[src/hw/rtl/mpc_pkg.sv]
// ----------------------------------------------------------------------------
// mpc_pkg
// Shared types, register map and helper functions for the moisture pump
// controller: word layouts, reset values and seven-segment encoding.
// ----------------------------------------------------------------------------
package mpc_pkg;

  // Default width of the used part of a soil reading
  localparam int SAMPLE_BITS_DEF = 10;

  // Field widths
  localparam int SoilW   = 10;
  localparam int SetW    = 7;
  localparam int SegW    = 7;
  localparam int SPerW   = 8;
  localparam int ScrPerW = 10;

  // Register map (index = paddr[3:2])
  localparam logic [1:0] RegSamplePeriod = 2'd0;
  localparam logic [1:0] RegScreenPeriod = 2'd1;
  localparam logic [1:0] RegSetpointMin  = 2'd2;
  localparam logic [1:0] RegSetpointMax  = 2'd3;

  // Reset values
  localparam logic [SPerW-1:0]   SamplePeriodRst = 8'd50;
  localparam logic [ScrPerW-1:0] ScreenPeriodRst = 10'd500;
  localparam logic [SetW-1:0]    SetpointMinRst  = 7'd5;
  localparam logic [SetW-1:0]    SetpointMaxRst  = 7'd99;
  localparam logic [SetW-1:0]    SetpointRst     = 7'd85;

  // Input word
  typedef struct packed {
    logic             button_event;
    logic             up_pressed;
    logic             down_pressed;
    logic             toggle_pressed;
    logic             wake_pressed;
    logic             tick_event;
    logic [SoilW-1:0] soil_sample;
  } mpc_in_t;

  // Result word
  typedef struct packed {
    logic            pump_on;
    logic            screen_on;
    logic [SetW-1:0] setpoint_now;
    logic [SetW-1:0] moisture_percent;
    logic            sample_taken;
    logic [SegW-1:0] seg_tens;
    logic [SegW-1:0] seg_units;
  } mpc_out_t;

  // Seven-segment code for one decimal digit, bit0 = segment a
  function automatic logic [SegW-1:0] seg_code(input logic [3:0] digit);
    logic [SegW-1:0] code;
    case (digit)
      4'd0:    code = 7'h3F;
      4'd1:    code = 7'h06;
      4'd2:    code = 7'h5B;
      4'd3:    code = 7'h4F;
      4'd4:    code = 7'h66;
      4'd5:    code = 7'h6D;
      4'd6:    code = 7'h7D;
      4'd7:    code = 7'h07;
      4'd8:    code = 7'h7F;
      4'd9:    code = 7'h6F;
      default: code = 7'h3F;
    endcase
    return code;
  endfunction

  // Quotient by ten of a 7-bit value: (v * 205) >> 11 is exact below 1029
  function automatic logic [3:0] div10(input logic [SetW-1:0] v);
    logic [17:0] prod;
    prod = 18'(v) * 18'd205;
    return prod[14:11];
  endfunction

endpackage

[src/hw/rtl/moisture_pump_controller_unit.sv]
// ----------------------------------------------------------------------------
// moisture_pump_controller_unit
// Event-driven moisture pump controller: setpoint buttons, pump toggle,
// screen timeout, periodic soil sampling and setpoint segment codes.
// ----------------------------------------------------------------------------
// Each accepted word is one interrupt event. The block takes one word per
// clock while in_stall is low. Its result goes to the output register, or to
// the one-word skid stage while that register waits, so input keeps flowing;
// in_stall rises only once both hold words. All state (setpoint, pump, screen
// flag, tick counters, last moisture) updates in the same edge that accepts
// the word, through one short combinational pass. Configuration writes
// through the APB port are meant for idle times.
module moisture_pump_controller_unit #(
  parameter int SAMPLE_BITS = mpc_pkg::SAMPLE_BITS_DEF
) (
  input  logic             clk,
  input  logic             rst_n,
  // input channel
  input  logic             in_valid,
  output logic             in_stall,
  input  mpc_pkg::mpc_in_t in_data,
  // result channel
  output logic              out_valid,
  input  logic              out_stall,
  output mpc_pkg::mpc_out_t out_data,
  // configuration port
  input  logic        psel,
  input  logic        penable,
  input  logic        pwrite,
  input  logic [3:0]  paddr,
  input  logic [31:0] pwdata,
  output logic [31:0] prdata,
  output logic        pready
);
  import mpc_pkg::*;

  localparam int ProdW = SoilW + 7;
  localparam logic [SoilW-1:0] SampleMask =
      (SAMPLE_BITS >= SoilW) ? {SoilW{1'b1}} : SoilW'((1 << SAMPLE_BITS) - 1);

  // Configuration registers
  logic [SPerW-1:0]   sample_period_r;
  logic [ScrPerW-1:0] screen_period_r;
  logic [SetW-1:0]    setpoint_min_r;
  logic [SetW-1:0]    setpoint_max_r;

  // Controller state
  logic [SetW-1:0]    setpoint_r, setpoint_nxt;
  logic               pump_r, pump_nxt;
  logic               screen_r, screen_nxt;
  logic [SPerW-1:0]   sample_cnt_r, sample_cnt_nxt;
  logic [ScrPerW-1:0] screen_cnt_r, screen_cnt_nxt;
  logic [SetW-1:0]    moisture_r, moisture_nxt;
  logic               taken;

  // Output buffering
  mpc_out_t out_r, skid_r, res;
  logic     out_valid_r, skid_valid_r;
  logic     in_accept, out_fire;

  logic [SoilW-1:0] raw;
  logic [ProdW-1:0] prod;
  logic [SetW-1:0]  pct;
  logic [SetW-1:0]  sp_btn;
  logic [3:0]       quot, tens_d, units_d;
  logic [SetW-1:0]  quot10;
  logic             wr_en;

  // Configuration write and read
  assign pready = 1'b1;
  assign wr_en  = psel && penable && pwrite;

  always_ff @(posedge clk) begin
    if (!rst_n) begin
      sample_period_r <= SamplePeriodRst;
      screen_period_r <= ScreenPeriodRst;
      setpoint_min_r  <= SetpointMinRst;
      setpoint_max_r  <= SetpointMaxRst;
    end else if (wr_en) begin
      case (paddr[3:2])
        RegSamplePeriod: sample_period_r <= pwdata[SPerW-1:0];
        RegScreenPeriod: screen_period_r <= pwdata[ScrPerW-1:0];
        RegSetpointMin:  setpoint_min_r  <= pwdata[SetW-1:0];
        RegSetpointMax:  setpoint_max_r  <= pwdata[SetW-1:0];
        default: ;
      endcase
    end
  end

  always_comb begin
    case (paddr[3:2])
      RegSamplePeriod: prdata = 32'(sample_period_r);
      RegScreenPeriod: prdata = 32'(screen_period_r);
      RegSetpointMin:  prdata = 32'(setpoint_min_r);
      RegSetpointMax:  prdata = 32'(setpoint_max_r);
      default:         prdata = '0;
    endcase
  end

  // Handshake
  assign in_stall  = skid_valid_r;
  assign in_accept = in_valid && !skid_valid_r;
  assign out_fire  = out_valid_r && !out_stall;
  assign out_valid = out_valid_r;
  assign out_data  = out_r;

  // Soil reading to percent, truncated
  assign raw  = in_data.soil_sample & SampleMask;
  assign prod = ProdW'(raw) * ProdW'(100);
  assign pct  = SetW'(prod >> SAMPLE_BITS);

  // Event evaluation: buttons, wake, then tick
  always_comb begin
    sp_btn         = setpoint_r;
    pump_nxt       = pump_r;
    screen_nxt     = screen_r;
    sample_cnt_nxt = sample_cnt_r;
    screen_cnt_nxt = screen_cnt_r;
    moisture_nxt   = moisture_r;
    taken          = 1'b0;

    if (in_data.button_event) begin
      screen_nxt = 1'b1;
      if (in_data.up_pressed && (setpoint_r < setpoint_max_r)) begin
        sp_btn = setpoint_r + 7'd1;
      end
      if (in_data.down_pressed && (sp_btn > setpoint_min_r)) begin
        sp_btn = sp_btn - 7'd1;
      end
      if (in_data.toggle_pressed) begin
        pump_nxt = !pump_r;
      end
    end
    if (in_data.wake_pressed) begin
      screen_nxt = 1'b1;
    end

    if (in_data.tick_event) begin
      sample_cnt_nxt = sample_cnt_r + 8'd1;
      screen_cnt_nxt = screen_cnt_r + 10'd1;
      if (sample_cnt_nxt >= sample_period_r) begin
        sample_cnt_nxt = '0;
        moisture_nxt   = pct;
        taken          = 1'b1;
        if (pct < sp_btn) begin
          pump_nxt = 1'b1;
        end else if (pct > sp_btn) begin
          pump_nxt = 1'b0;
        end
      end
      if (screen_cnt_nxt >= screen_period_r) begin
        screen_cnt_nxt = '0;
        screen_nxt     = 1'b0;
      end
    end
    setpoint_nxt = sp_btn;
  end

  // Setpoint digits
  assign quot    = div10(setpoint_nxt);
  assign quot10  = SetW'(quot) * 7'd10;
  assign units_d = 4'(setpoint_nxt - quot10);
  assign tens_d  = (quot >= 4'd10) ? (quot - 4'd10) : quot;

  // Result word
  always_comb begin
    res.pump_on          = pump_nxt;
    res.screen_on        = screen_nxt;
    res.setpoint_now     = setpoint_nxt;
    res.moisture_percent = moisture_nxt;
    res.sample_taken     = taken;
    res.seg_tens         = seg_code(tens_d);
    res.seg_units        = seg_code(units_d);
  end

  // Advance controller state on each accepted word
  always_ff @(posedge clk) begin
    if (!rst_n) begin
      setpoint_r   <= SetpointRst;
      pump_r       <= 1'b0;
      screen_r     <= 1'b1;
      sample_cnt_r <= '0;
      screen_cnt_r <= '0;
      moisture_r   <= '0;
    end else if (in_accept) begin
      setpoint_r   <= setpoint_nxt;
      pump_r       <= pump_nxt;
      screen_r     <= screen_nxt;
      sample_cnt_r <= sample_cnt_nxt;
      screen_cnt_r <= screen_cnt_nxt;
      moisture_r   <= moisture_nxt;
    end
  end

  // Output register and skid stage control
  always_ff @(posedge clk) begin
    if (!rst_n) begin
      out_valid_r  <= 1'b0;
      skid_valid_r <= 1'b0;
    end else if (!out_valid_r || out_fire) begin
      if (skid_valid_r) begin
        out_valid_r  <= 1'b1;
        skid_valid_r <= 1'b0;
      end else begin
        out_valid_r <= in_accept;
      end
    end else if (in_accept) begin
      skid_valid_r <= 1'b1;
    end
  end

  // Output register and skid stage payload
  always_ff @(posedge clk) begin
    if (!out_valid_r || out_fire) begin
      if (skid_valid_r) begin
        out_r <= skid_r;
      end else if (in_accept) begin
        out_r <= res;
      end
    end else if (in_accept) begin
      skid_r <= res;
    end
  end

endmodule
[config.mk]
export PLATFORM = sky130hd
export DESIGN_NAME = moisture_pump_controller_unit
export DESIGN_NICKNAME = d
export VERILOG_FILES = /design/src/hw/rtl/mpc_pkg.sv /design/src/hw/rtl/moisture_pump_controller_unit.sv
export SDC_FILE = /design/constraint.sdc
export NUM_CORES = 1
export LEC_CHECK = 0
export BUFFER_PORTS_ARGS = -buffer_cell sky130_fd_sc_hd__buf_2
export CORE_ASPECT_RATIO = 0.5
export CORE_UTILIZATION = 35
export CTS_CLUSTER_SIZE = 40
export DETAILED_ROUTE_END_ITERATION = 8
export GPL_TIMING_DRIVEN = 0
export HOLD_SLACK_MARGIN = 0.05
export MAX_ROUTING_LAYER = met4
export PLACE_DENSITY_LB_ADDON = 0.12
export SLEW_MARGIN = 30
export SYNTH_ARGS = -nofsm -noshare
export SYNTH_HDL_FRONTEND = slang
export SYNTH_SLANG_ARGS = --single-unit
[constraint.sdc]
create_clock -name clk -period 11.49 [get_ports clk]
set_input_delay 0.5745 -clock clk [delete_from_list [all_inputs] [get_ports clk]]
set_output_delay 0.5745 -clock clk [all_outputs]
set_load 0.01 [all_outputs]
# == After elaboration in Yosys (flattened, before gate mapping) ==
# Memories as Yosys holds them, arrays and structs flattened.
# Cells that the tools add are included.
# classes
order_cmp,7
add_sub_neg,6
mul,3
eq_ne,3
muxes,25
n_reduce_logical,21
n_bitwise,2
# op_table
op,n
32-bit one-hot mux with 4 select lines,1
31-bit two-way mux,2
7-bit two-way mux,6
10-bit by 5-bit multiplier with 15-bit output (second input constant),1
7-bit by 8-bit multiplier with 15-bit output (second input constant),1
7-bit > comparator,2
7-bit less-than comparator,2
2-bit AND reduction,7
1-bit two-way mux,13
10-bit by 1-bit adder with 10-bit output (second input constant),1
10-bit >= comparator,1
10-bit two-way mux,1
8-bit by 1-bit adder with 8-bit output (second input constant),1
8-bit >= comparator,1
8-bit two-way mux,1
7-bit by 1-bit adder with 7-bit output (second input constant),1
7-bit by 1-bit subtractor with 7-bit output (second input constant),1
1-bit logical AND,6
2-bit equality test (second input constant),2
4-bit >= comparator (second input constant),1
1-bit logical NOT,4
4-bit by 3-bit multiplier with 3-bit output (second input constant),1
4-bit two-way mux,1
4-bit subtractor,1
other kinds (7),8
# word_totals
mem_bits_ro,224
wordCells,95
input_bits,59
output_inout_bits,66
memories,2
ff_bits,130
# memory_table
name,words,word_bits,read_ports,rd_clocked_by_memory_dff,wr,line,rtl
(no name shown),16,7,1,0,0,mpc_pkg.sv:56,case (digit)
(no name shown),16,7,1,0,0,mpc_pkg.sv:56,

# == Longest topological paths before layout ==
# Gate-level depths: netlist (run 1).
# logic_depth
word_depth,15
mapped_depth,41
mapped_depth_nobuf,40

# == Worst setup path after synthesis (run 1) ==
# OpenSTA, ideal clock, no wires.
# synth_timing
path_kind,reg-to-reg
from,register setpoint_r[4]
to,"register out_r, in the netlist out_data[2] (data pin)"
path_stages_with_launch,38
setup_ps,260
required_ps,11230
arrival_time_ps,8649
path_buffers,0
path_slack_ps,2582
period_less_slack_ps,8908
path_cell_list,dfxtp_1 -> ha_1 -> a21oi_2 -> o2111ai_2 -> a21oi_1 -> inv_1 -> nor4_1 -> xor2_1 -> ha_1 -> and3_1 -> nand2_1 -> o221ai_4 -> and2_1 -> nand3_1 -> nor3_1 -> xor2_1 -> mux2i_1 -> inv_1 -> [... 2 more ...] -> fa_1 -> inv_1 -> fa_1 -> ha_1 -> ha_1 -> a21o_1 -> a21oi_1 -> o21ai_0 -> a21oi_1 -> a21oi_1 -> o211ai_1 -> nand2_1 -> a31o_2 -> fa_1 -> xnor3_1 -> xnor3_1 -> or3b_1 -> mux2_2
# synth_rtl
item,line,rtl
"start, declared",moisture_pump_controller_unit.sv:48,"logic [SetW-1:0] setpoint_r, setpoint_nxt;"
"start signal, assigned",moisture_pump_controller_unit.sv:179,setpoint_r <= SetpointRst;
"start signal, assigned",moisture_pump_controller_unit.sv:186,setpoint_r <= setpoint_nxt;
"end signal, assigned",moisture_pump_controller_unit.sv:216,out_r <= skid_r;
"end signal, assigned",moisture_pump_controller_unit.sv:218,out_r <= res;
"end, declared",moisture_pump_controller_unit.sv:57,"mpc_out_t out_r, skid_r, res;"

==> results of run 1 <==
## metrics by stage
stage	util [%]	area (µm²)	hold WS, ps	cells	total power [mW]
after floorplan	-	9330	434	961	1.55
after global placement	39.6	10100	448	1380	1.82
after detailed placement	39.9	10200	453	1382	1.83
after CTS	42.1	10800	385	1414	2.37
after global routing	42.2	10800	380	1414	2.56
final	42.2	10800	399	1414	2.35
## worst min-delay path, stage by stage
cell and delay, ps:
buf_2 90, nand2_1 40, o211ai_1 80
## registers in the layout (all words and copies together), names as in the netlist
signal / count
in_stall: 1
moisture_r: 7
out_data: 31
out_valid: 1
pump_r: 1
sample_cnt_r: 8
sample_period_r: 8
screen_cnt_r: 10
screen_period_r: 10
screen_r: 1
setpoint_max_r: 7
setpoint_min_r: 7
setpoint_r: 7
skid_r: 31
## logic make-up (layout without fill, tap and decap cells)
kind of cell	after synthesis	after routing	share of synthesized area [%]
other	2	23	0.0811
and+or+nand+nor	255	255	13.3
DFF	130	130	34.8
muxes	70	70	8.98
xor gates and xnor gates	39	39	4.29
AOI/OAI and AO/OA	152	152	11.7
buffers and inverters	157	266	7.58
adders and majority gates	135	135	19.3
## path summary, 6_finish.rpt
check,from,endpoint,cells past startpoint
setup / recovery,setpoint_r[4],out_data[2],36
hold / removal,pwdata[8],screen_period_r[8],3
setup reg to reg,setpoint_r[4],out_data[2],36
hold reg to reg,moisture_r[6],moisture_r[6],2
## cell type report
type,count,area (µm²)
fill,2542,14800
multi-input combinational,674,5440
sequential,130,3220
clock buffer,19,454
timing repair buffer,77,430
tap,344,430
inverter,101,382
buffer,56,320
clock inverter,13,110
## metal layers
metal	vias up	part of all wire, %
li1	3507	-
met1	3247	50
met2	102	46
met3	12	3.3
met4	0	0.79
met5	-	0
## power by group
| part | switching [mW] | total (mW) | leakage [nW] | internal, mW |
|---|---|---|---|---|
| registers | 0.0154 | 0.636 | 1.13 | 0.620 |
| logic | 0.667 | 1.20 | 3.51 | 0.529 |
| clock network | 0.206 | 0.515 | 0.268 | 0.309 |
| total | 0.889 | 2.35 | 4.90 | 1.46 |
## cells in the final DEF (no fill, tap or decap), types with 5 or more instances in the layout
master,count
conb_1,23
mux2i_1,28
nand4_1,7
clkbuf_16,18
o21ai_0,25
a21oi_1,39
ha_1,119
nand2b_1,7
nand2_1,77
nand3_1,19
clkbuf_1,26
a211oi_1,5
inv_1,98
buf_2,76
nor2_1,67
a21o_1,16
xor2_1,18
fa_1,13
dfxtp_1,68
buf_4,23
nand3b_1,9
nor2b_1,9
xnor2_1,16
and3_1,17
nor3_1,17
edfxtp_1,62
and2_1,5
o211ai_1,17
mux2_2,31
o21a_1,5
mux4_2,7
==> impl_results.md, run 1 <==
- Run status: complete, no violations
- Max VDD drop: 0.118 mV
- CP max stage delay: 660 ps
- Commonest cells in the netlist: ha_1 (119), inv_1 (98), nand2_1 (77)
- EDFF count, synth: a little over 60
- Die area: approximately 0.027 mm²
- Ys Warns: 0
- I/O Pins: 125
- All-Layer GR Usage: 17.3%
- Syn avg cell area: around 9.8 µm²
- Post-synth top flop: dfxtp_1
- Global-route wire length before repair: 34,800 µm
- Vias in the first global route: 6,525
- TritonCTS buffer count: 17
- Vias/cell: just under 5
- Layout cell share with drive strength beyond 1: 19.0%
- Distinct cells, synth: 77
- Initial antenna violation count: 0
- Register bit count reported by yosys: 130
- Inserted Diodes: 0
- GP Congestion: 0.846
- Clock latency on the worst-skew pair: 430 ps
- Core Rows: 41
- Initial drt markers: 316
- Most numerous cell in the Yosys netlist: ha_1
- ANT nets after route: 0
- Clk slew on worst S/H paths: approximately 60 ps
- Max Fclk: 95.5 MHz
- CP max-delay cell: xnor2_1
- Total global routing overflow: 0
- M3 GR Usage: 4.24%
- P per Cell Area: between 200 and 250 mW/mm²
- Async S/R FF share, synth: 0%
- Setup_tns: 0 ps
- Worst-Margin Slew: 864 ps
- Setup Skew: 8.95 ps
- Dpl hpwl: 17,000 µm
- Kind of cell adding the most delay to the critical path: adder cells
- Setup CP Type: reg -> reg
- Sequential element share of the synthesized area: a little over a third
- Final worst slack: 1020 ps
- Data arrival, critical path: 10,650 ps
- Leakage: 4.90 nW
- Startpoint types: flop
- Final min period: 10,470 ps
- Sum of buffers and inverters on the critical path: 5
- CTS root buffer: clkbuf_16
- CP Capture Type: flop
- Crit path top cell by count: ha_1
- Die height: 117 µm
- Slew headroom: 42.3%
- Postcts setup bufs: 0
- DR WL/cell: 15.2 µm
- Drt total wl: 21,500 µm
- Area of the mapped netlist: 0.00926 mm²
- Area leader, netlist: edfxtp_1
- Post-CTS Hold Fix Bufs: 0
- M2 GR Usage: 27.8%
- Post-synth top area share: 20.1%
- DRC: 0
- Core box area: 0.0256 mm²
- Largest net degree at the start of global routing: 23
- Die W: 232 µm
- H-Tree Depth: 4
- Worst Hold Class: in -> reg
- Slew Limit Fails: 0
- Busiest grt layer: met2
- Layout Area Growth over Synthesis: 16.6%
- Port Buffers: 75
- Flop-to-flop setup slack: 1020 ps
- Tcrit/Tclk final: 91.1%
- Max cap viols: 0
- Post-cts resize count: 0
- Setup violations, final: 0
- Vias: 6,868
- Starting Density: 36.2%
- Top cells by area, synth: edfxtp_1 (20%), ha_1 (16%), dfxtp_1 (15%)
- CTS tree: yes
- First-pass DRT Iterations: 4
- Maximum clock path buffer count: 2
- Dpl ws: between 900 and 1000 ps
- RSZ-0062 raised after global routing: no
- M1 GR Usage: 22.1%
- Crit-path max FO: 9
- Cell count after synthesis: 940
- Worst Path Required: 11,670 ps
- Sinks on Clock Net: 130
- # nets final: 1,248
- Final Hold Vio Count: 0
Power figures use the tool's default switching activity.
==> inputs of run 2 (changes only) <==
Settings changed: CELL_PAD_IN_SITES_DETAIL_PLACEMENT set to 0, CELL_PAD_IN_SITES_GLOBAL_PLACEMENT set to 2.
==> impl_results.md, run 2 (synthesized netlist as in run 1, its figures left out) <==
- P_int: 1.47 mW (was 1.46 mW)
- Clock Power Share: 23.1% (was 21.9%)
- CP Capture Type: flop (unchanged)
- Cell Area, Placed: 0.0102 mm² (about the same)
- Total global routing overflow: 0 (unchanged)
- Final min period: 10,410 ps (was 10,470 ps)
- Setup CP Type: reg -> reg (unchanged)
- DRC: 0 (unchanged)
- Initial antenna violation count: 0 (unchanged)
- Vias/cell: 4.85 (was 4.86)
- Sequential share of power: 26.8% (was 27.1%)
- Crit-path max FO: 9 (unchanged)
- Comb power frac: 50.2% (was 51.0%)
- Core box area: 0.0256 mm² (unchanged)
- First-pass DRT Iterations: 4 (unchanged)
- Vias in the first global route: 6,694 (was 6,525)
- I/O Pins: 125 (unchanged)
- TritonCTS buffer count: 17 (unchanged)
- All-Layer GR Usage: 18.1% (was 17.3%)
- Slew headroom: 39.1% (was 42.3%)
- Dpl hpwl: 17,400 µm (was 17,000 µm)
- Max Fclk: 96.0 MHz (was 95.5 MHz)
- Starting Density: 36.2% (unchanged)
- # nets final: 1,248 (unchanged)
- GP Congestion: 0.815 (was 0.846)
- Sinks on Clock Net: 130 (unchanged)
- Fill cells: 2,556 (was 2,542)
- Commonest cells after routing, fill and taps aside: ha_1 (119), inv_1 (98), nand2_1 (77) (unchanged)
- Data arrival, critical path: 10,600 ps (was 10,650 ps)
- DR WL/cell: 15.6 µm (was 15.2 µm)
- Post-cts resize count: 0 (unchanged)
- Fin area: 0.0108 mm² (about the same)
- Switching share of power: 38.2% (was 37.9%)
- CTS root buffer: clkbuf_16 (unchanged)
- CP max-delay cell: a21oi_1 (was xnor2_1)
- Setup Skew: 9.76 ps (was 8.95 ps)
- Setup_tns: 0 ps (unchanged)
- ANT nets after route: 0 (unchanged)
- Maximum clock path buffer count: 2 (unchanged)
- Slew Limit Fails: 0 (unchanged)
- Die area: 0.0271 mm² (unchanged)
- Commonest non-fill, non-tap cell in the layout: ha_1 (unchanged)
- Setup violations, final: 0 (unchanged)
- Die W: 232 µm (unchanged)
- Die height: 117 µm (unchanged)
- Max VDD drop: 0.175 mV (was 0.118 mV)
- Final Hold Vio Count: 0 (unchanged)
- RSZ-0062 raised after global routing: no (unchanged)
- CTS tree: yes (unchanged)
- Hold WS: 370 ps (was 399 ps)
- Clk slew on worst S/H paths: 60 ps (about the same)
- Initial drt markers: 303 (was 316)
- P per Cell Area: 219 mW/mm² (was 217 mW/mm²)
- Worst Path Required: 11,680 ps (was 11,670 ps)
- Core Rows: 41 (unchanged)
- Global-route wire length before repair: 36,200 µm (was 34,800 µm)
- Leakage: 4.91 nW (was 4.90 nW)
- Layout Area Growth over Synthesis: 16.9% (was 16.6%)
- H-Tree Depth: 4 (unchanged)
- Startpoint types: flop (unchanged)
- Postcts setup bufs: 0 (unchanged)
- Drt total wl: 22,100 µm (was 21,500 µm)
- Largest net degree at the start of global routing: 23 (unchanged)
- Vias: 6,854 (was 6,868)
- Tcrit/Tclk final: 90.6% (was 91.1%)
- Worst-Margin Slew: 910 ps (was 864 ps)
- Layout cell share with drive strength beyond 1: 19.0% (unchanged)
- Clock latency on the worst-skew pair: 440 ps (was 430 ps)
- CP max stage delay: 500 ps (was 660 ps)
- Inserted Diodes: 0 (unchanged)
- Run status: complete, no violations (unchanged)
- Post-CTS Hold Fix Bufs: 0 (unchanged)
- Max cap viols: 0 (unchanged)
- Port Buffers: 75 (unchanged)
- NetSw: 906 µW (was 889 µW)
- Worst Hold Class: in -> reg (unchanged)
run 2: cell count changes in the layout (fill, tap and decap cells not counted):
cell        before  now
clkinv_2         4    0
clkinv_4         1    5
bufinv_16        1    2
clkbuf_1        26   25
clkbuf_16       18   17
clkinv_1         1    2
clkinvlp_4       4    3
inv_6            2    3
mux2i_1         28   29
mux2i_2          1    0
nor3b_1          3    2
nor3b_2          0    1
run 2: critical path: cells and delay by family (launching register included):
kind            cells  cell delay [ps]
xor+xnor            4              960
flops               1              470
fa+ha+maj           9             2980
buf+inv             6              880
simple gates        9             2250
mux                 2              640
compound gates      8             1950
run 2: through the flow:
step / utilization [%] / total power [mW] / setup WS [ps] / std cells
3_3_place_gp: 39.6 / 1.82 / 987 / 1380
2_1_floorplan: - / 1.55 / 2580 / 961
3_5_place_dp: 39.9 / 1.84 / 979 / 1382
4_1_cts: 42.2 / 2.40 / 953 / 1414
6_report: 42.3 / 2.37 / 1080 / 1414
5_1_grt: 42.3 / 2.59 / 144 / 1414
run 2: path summary, 6_finish.rpt:
kind / from / to / slack, ps / cells past startpoint
max: setpoint_r[4] / out_data[2] / 1080 / 38
min: pwdata[8] / screen_period_r[8] / 370 / 3
min reg2reg: moisture_r[6] / moisture_r[6] / 460 / 2
max reg2reg: setpoint_r[4] / out_data[2] / 1080 / 38
run 2: area by class of cell:
| type | instances | area [µm²] | area share, % |
|---|---|---|---|
| clock inverter | 15 | 160 | 1.48 |
| buffer | 56 | 320 | 2.96 |
| inverter | 101 | 382 | 3.53 |
| sequential | 130 | 3220 | 29.8 |
| clock buffer | 17 | 425 | 3.93 |
| timing repair buffer | 77 | 430 | 3.98 |
| tap | 344 | 430 | 3.98 |
| multi-input combinational | 674 | 5450 | 50.3 |
run 2: power groups by stage:
stage	sequential (mW)	clock [mW]	combinational, mW
after floorplan	0.660	0	0.892
after global placement	0.645	0	1.17
after detailed placement	0.646	0	1.19
after CTS	0.636	0.559	1.21
after global routing	0.640	0.583	1.37
final	0.635	0.547	1.19
run 2: metal layers:
metal	routed length [µm]	global-route usage [%]
met3	662	3.51
met1	11400	24.5
met4	206	4.61
met2	9790	27.6
met5	0	-
==> inputs of run 3 (changes only) <==
Settings changed: ABC_AREA set to 1, CORE_UTILIZATION 35 to 30.
==> impl_results.md, run 3 <==
- Cell count after synthesis: 1,106 (was 940)
- Max Fclk: 117 MHz (was 96.0 MHz)
- Final min period: 8510 ps (was 10,410 ps)
- RSZ-0062 raised after global routing: no (unchanged)
- Most numerous cell in the Yosys netlist: nand2_1 (was ha_1)
- Final Non-Filler Cells: 1,629 (was 1,414)
- # nets final: 1,416 (was 1,248)
- Post-CTS Hold Fix Bufs: 0 (unchanged)
- Commonest cells after routing, fill and taps aside: nand2_1 (215), inv_1 (157), ha_1 (119) (was ha_1 (119), inv_1 (98), nand2_1 (77))
- Run status: complete, no violations (unchanged)
- H-Tree Depth: 4 (unchanged)
- Initial antenna violation count: 0 (unchanged)
- Port Buffers: 76 (was 75)
- DRC: 0 (unchanged)
- Core Rows: 44 (was 41)
- Crit-path max FO: 9 (unchanged)
- Maximum clock path buffer count: 2 (unchanged)
- Leakage: 5.21 nW (was 4.91 nW)
- CTS tree: yes (unchanged)
- All-Layer GR Usage: 16.4% (was 18.1%)
- Tcrit/Tclk final: 74.1% (was 90.6%)
- Die height: 125 µm (was 117 µm)
- Data arrival, critical path: 8820 ps (was 10,600 ps)
- Postcts setup bufs: 0 (unchanged)
- Cells on worst reg2reg path: 44 (was 38)
- Setup Skew: 11.6 ps (was 9.76 ps)
- Vias/cell: 4.56 (was 4.85)
- CTS root buffer: clkbuf_16 (unchanged)
- Area of the mapped netlist: 0.00913 mm² (was 0.00926 mm²)
- Async S/R FF share, synth: 0% (unchanged)
- Slew headroom: 34.1% (was 39.1%)
- Worst flop-to-flop path startpoint: setpoint_r[2] (was setpoint_r[4])
- Vias in the first global route: 7,259 (was 6,694)
- Total global routing overflow: 0 (unchanged)
- Layout Area Growth over Synthesis: 17.9% (was 16.9%)
- Register bit count reported by yosys: 130 (unchanged)
- Total power: 2.58 mW (was 2.37 mW)
- Clk slew on worst S/H paths: 60 ps (about the same)
- Drt total wl: 23,800 µm (was 22,100 µm)
- Flop-to-flop setup slack: 2980 ps (was 1080 ps)
- Placed Cells incl. Taps: 1,597 (was 1,382)
- Max VDD drop: 0.0941 mV (was 0.175 mV)
- ANT nets after route: 0 (unchanged)
- Distinct cells, synth: 47 (was 77)
- Slew Limit Fails: 0 (unchanged)
- Worst-Margin Slew: 979 ps (was 910 ps)
- Largest net degree at the start of global routing: 19 (was 23)
- Crit path top cell by count: inv_1
- Die area: 0.0312 mm² (was 0.0271 mm²)
- Worst Hold Class: in -> reg (unchanged)
- Dpl hpwl: 19,000 µm (was 17,400 µm)
- Worst Path Required: 11,800 ps (was 11,680 ps)
- Setup violations, final: 0 (unchanged)
- TritonCTS buffer count: 17 (unchanged)
- Area of the multi-input gates: 0.00512 mm² (was 0.00545 mm²)
- Post-synth top flop: dfxtp_1 (unchanged)
- Starting Density: 31.0% (was 36.2%)
- Setup_tns: 0 ps (unchanged)
- Vias: 7,424 (was 6,854)
- Setup CP Type: reg -> reg (unchanged)
- Cell Area, Placed: 0.0102 mm² (about the same)
- Crit path capture: out_data[6] (was out_data[2])
- CP Capture Type: flop (unchanged)
- Syn avg cell area: 8.26 µm² (was 9.85 µm²)
- CP max-delay cell: fa_1 (was a21oi_1)
- Inserted Diodes: 0 (unchanged)
- Post-layout util: 36.6% (was 42.3%)
- Die W: 249 µm (was 232 µm)
- Fill cells: 3,058 (was 2,556)
- Initial drt markers: 369 (was 303)
- GP Congestion: 0.810 (was 0.815)
- Storage cell area: 0.00322 mm² (unchanged)
- Post-cts resize count: 0 (unchanged)
- Clock latency on the worst-skew pair: 440 ps (about the same)
- P per Cell Area: 239 mW/mm² (was 219 mW/mm²)
- EDFF count, synth: 62 (unchanged)
- Post-synth top area share: 20.4% (was 20.1%)
- Final Hold Vio Count: 0 (unchanged)
- Layout cell share with drive strength beyond 1: 16.2% (was 19.0%)
- Ys Warns: 0 (unchanged)
- Sequential element share of the synthesized area: 35.3% (was 34.8%)
- Max cap viols: 0 (unchanged)
- Critical Path Start: setpoint_r[2] (was setpoint_r[4])
- Top cells by area, synth: edfxtp_1 (20%), ha_1 (16%), dfxtp_1 (15%) (unchanged)
- Core box area: 0.0295 mm² (was 0.0256 mm²)
- Commonest cells in the netlist: nand2_1 (215), inv_1 (157), ha_1 (119) (was ha_1 (119), inv_1 (98), nand2_1 (77))
- Commonest non-fill, non-tap cell in the layout: nand2_1 (was ha_1)
- Global-route wire length before repair: 38,600 µm (was 36,200 µm)
- Startpoint types: flop (unchanged)
- R2R Path End: out_data[6] (was out_data[2])
- I/O Pins: 125 (unchanged)
- DR WL/cell: 14.6 µm (was 15.6 µm)
- First-pass DRT Iterations: 4 (unchanged)
- CP max stage delay: 600 ps (was 500 ps)
- Fin area: 0.0108 mm² (about the same)
- Area leader, netlist: edfxtp_1 (unchanged)
- Sinks on Clock Net: 130 (unchanged)
run 3: how the worst min path moves through the flow:
stage,startpoint,end,slack [ps],depth (start not counted)
global placement,screen_r,screen_r,460,2
detailed placement,screen_r,screen_r,460,2
global route,pwdata[7],screen_period_r[7],380,3
floorplan,screen_r,screen_r,440,2
CTS,pwdata[7],screen_period_r[7],360,3
finish,pwdata[7],screen_period_r[7],390,3
run 3: critical path: cells and delay by family, from the launching register on:
kind | cells | cell delay [ps]
xor gates and xnor gates | 2 | 400
buffers and inverters | 7 | 730
DFF | 1 | 550
AOI/OAI and AO/OA | 5 | 990
adders and majority gates | 9 | 3310
and+or+nand+nor | 21 | 2430
run 3: cell type report:
type / count / area share (%)
well taps: 391 / 4.54
multi-input cells: 785 / 47.6
clock buffers: 19 / 4.02
repair buffers: 79 / 4.18
clock inverters: 13 / 1.52
flip-flops and latches: 130 / 29.9
plain buffers: 45 / 2.38
inverters: 167 / 5.82
run 3: stage by stage:
step           worst slack (ps)  hold WS [ps]
6_report                   2980           394
5_1_grt                    2040           380
4_1_cts                    2870           364
3_5_place_dp               2900           465
3_3_place_gp               2900           456
2_1_floorplan              4210           442
run 3: cells by family (layout without fill, tap and decap cells):
kind of cell	count (synthesis)	in the layout	synth area share [%]
xor gates and xnor gates	29	29	2.78
other	2	23	0.0822
AOI/OAI and AO/OA	184	184	11.3
DFF	130	130	35.3
buffers and inverters	212	323	9.67
and+or+nand+nor	417	417	21.8
adders and majority gates	132	132	19.2
run 3: report_power, final:
part | switching [mW] | total [mW] | internal [mW]
Sequential | 0.0174 | 0.650 | 0.633
Combinational | 0.872 | 1.37 | 0.493
Clock | 0.220 | 0.561 | 0.341
Total | 1.11 | 2.58 | 1.47
run 3: routing by layer:
metal  global-route usage, %  up-vias  part of all wire, %
met1                    21.5     3454                   50
met3                    3.35       14                  3.3
li1                        -     3850                    -
met5                       -        -                    0
met2                    26.0      106                   46
met4                    3.87        0                 0.92
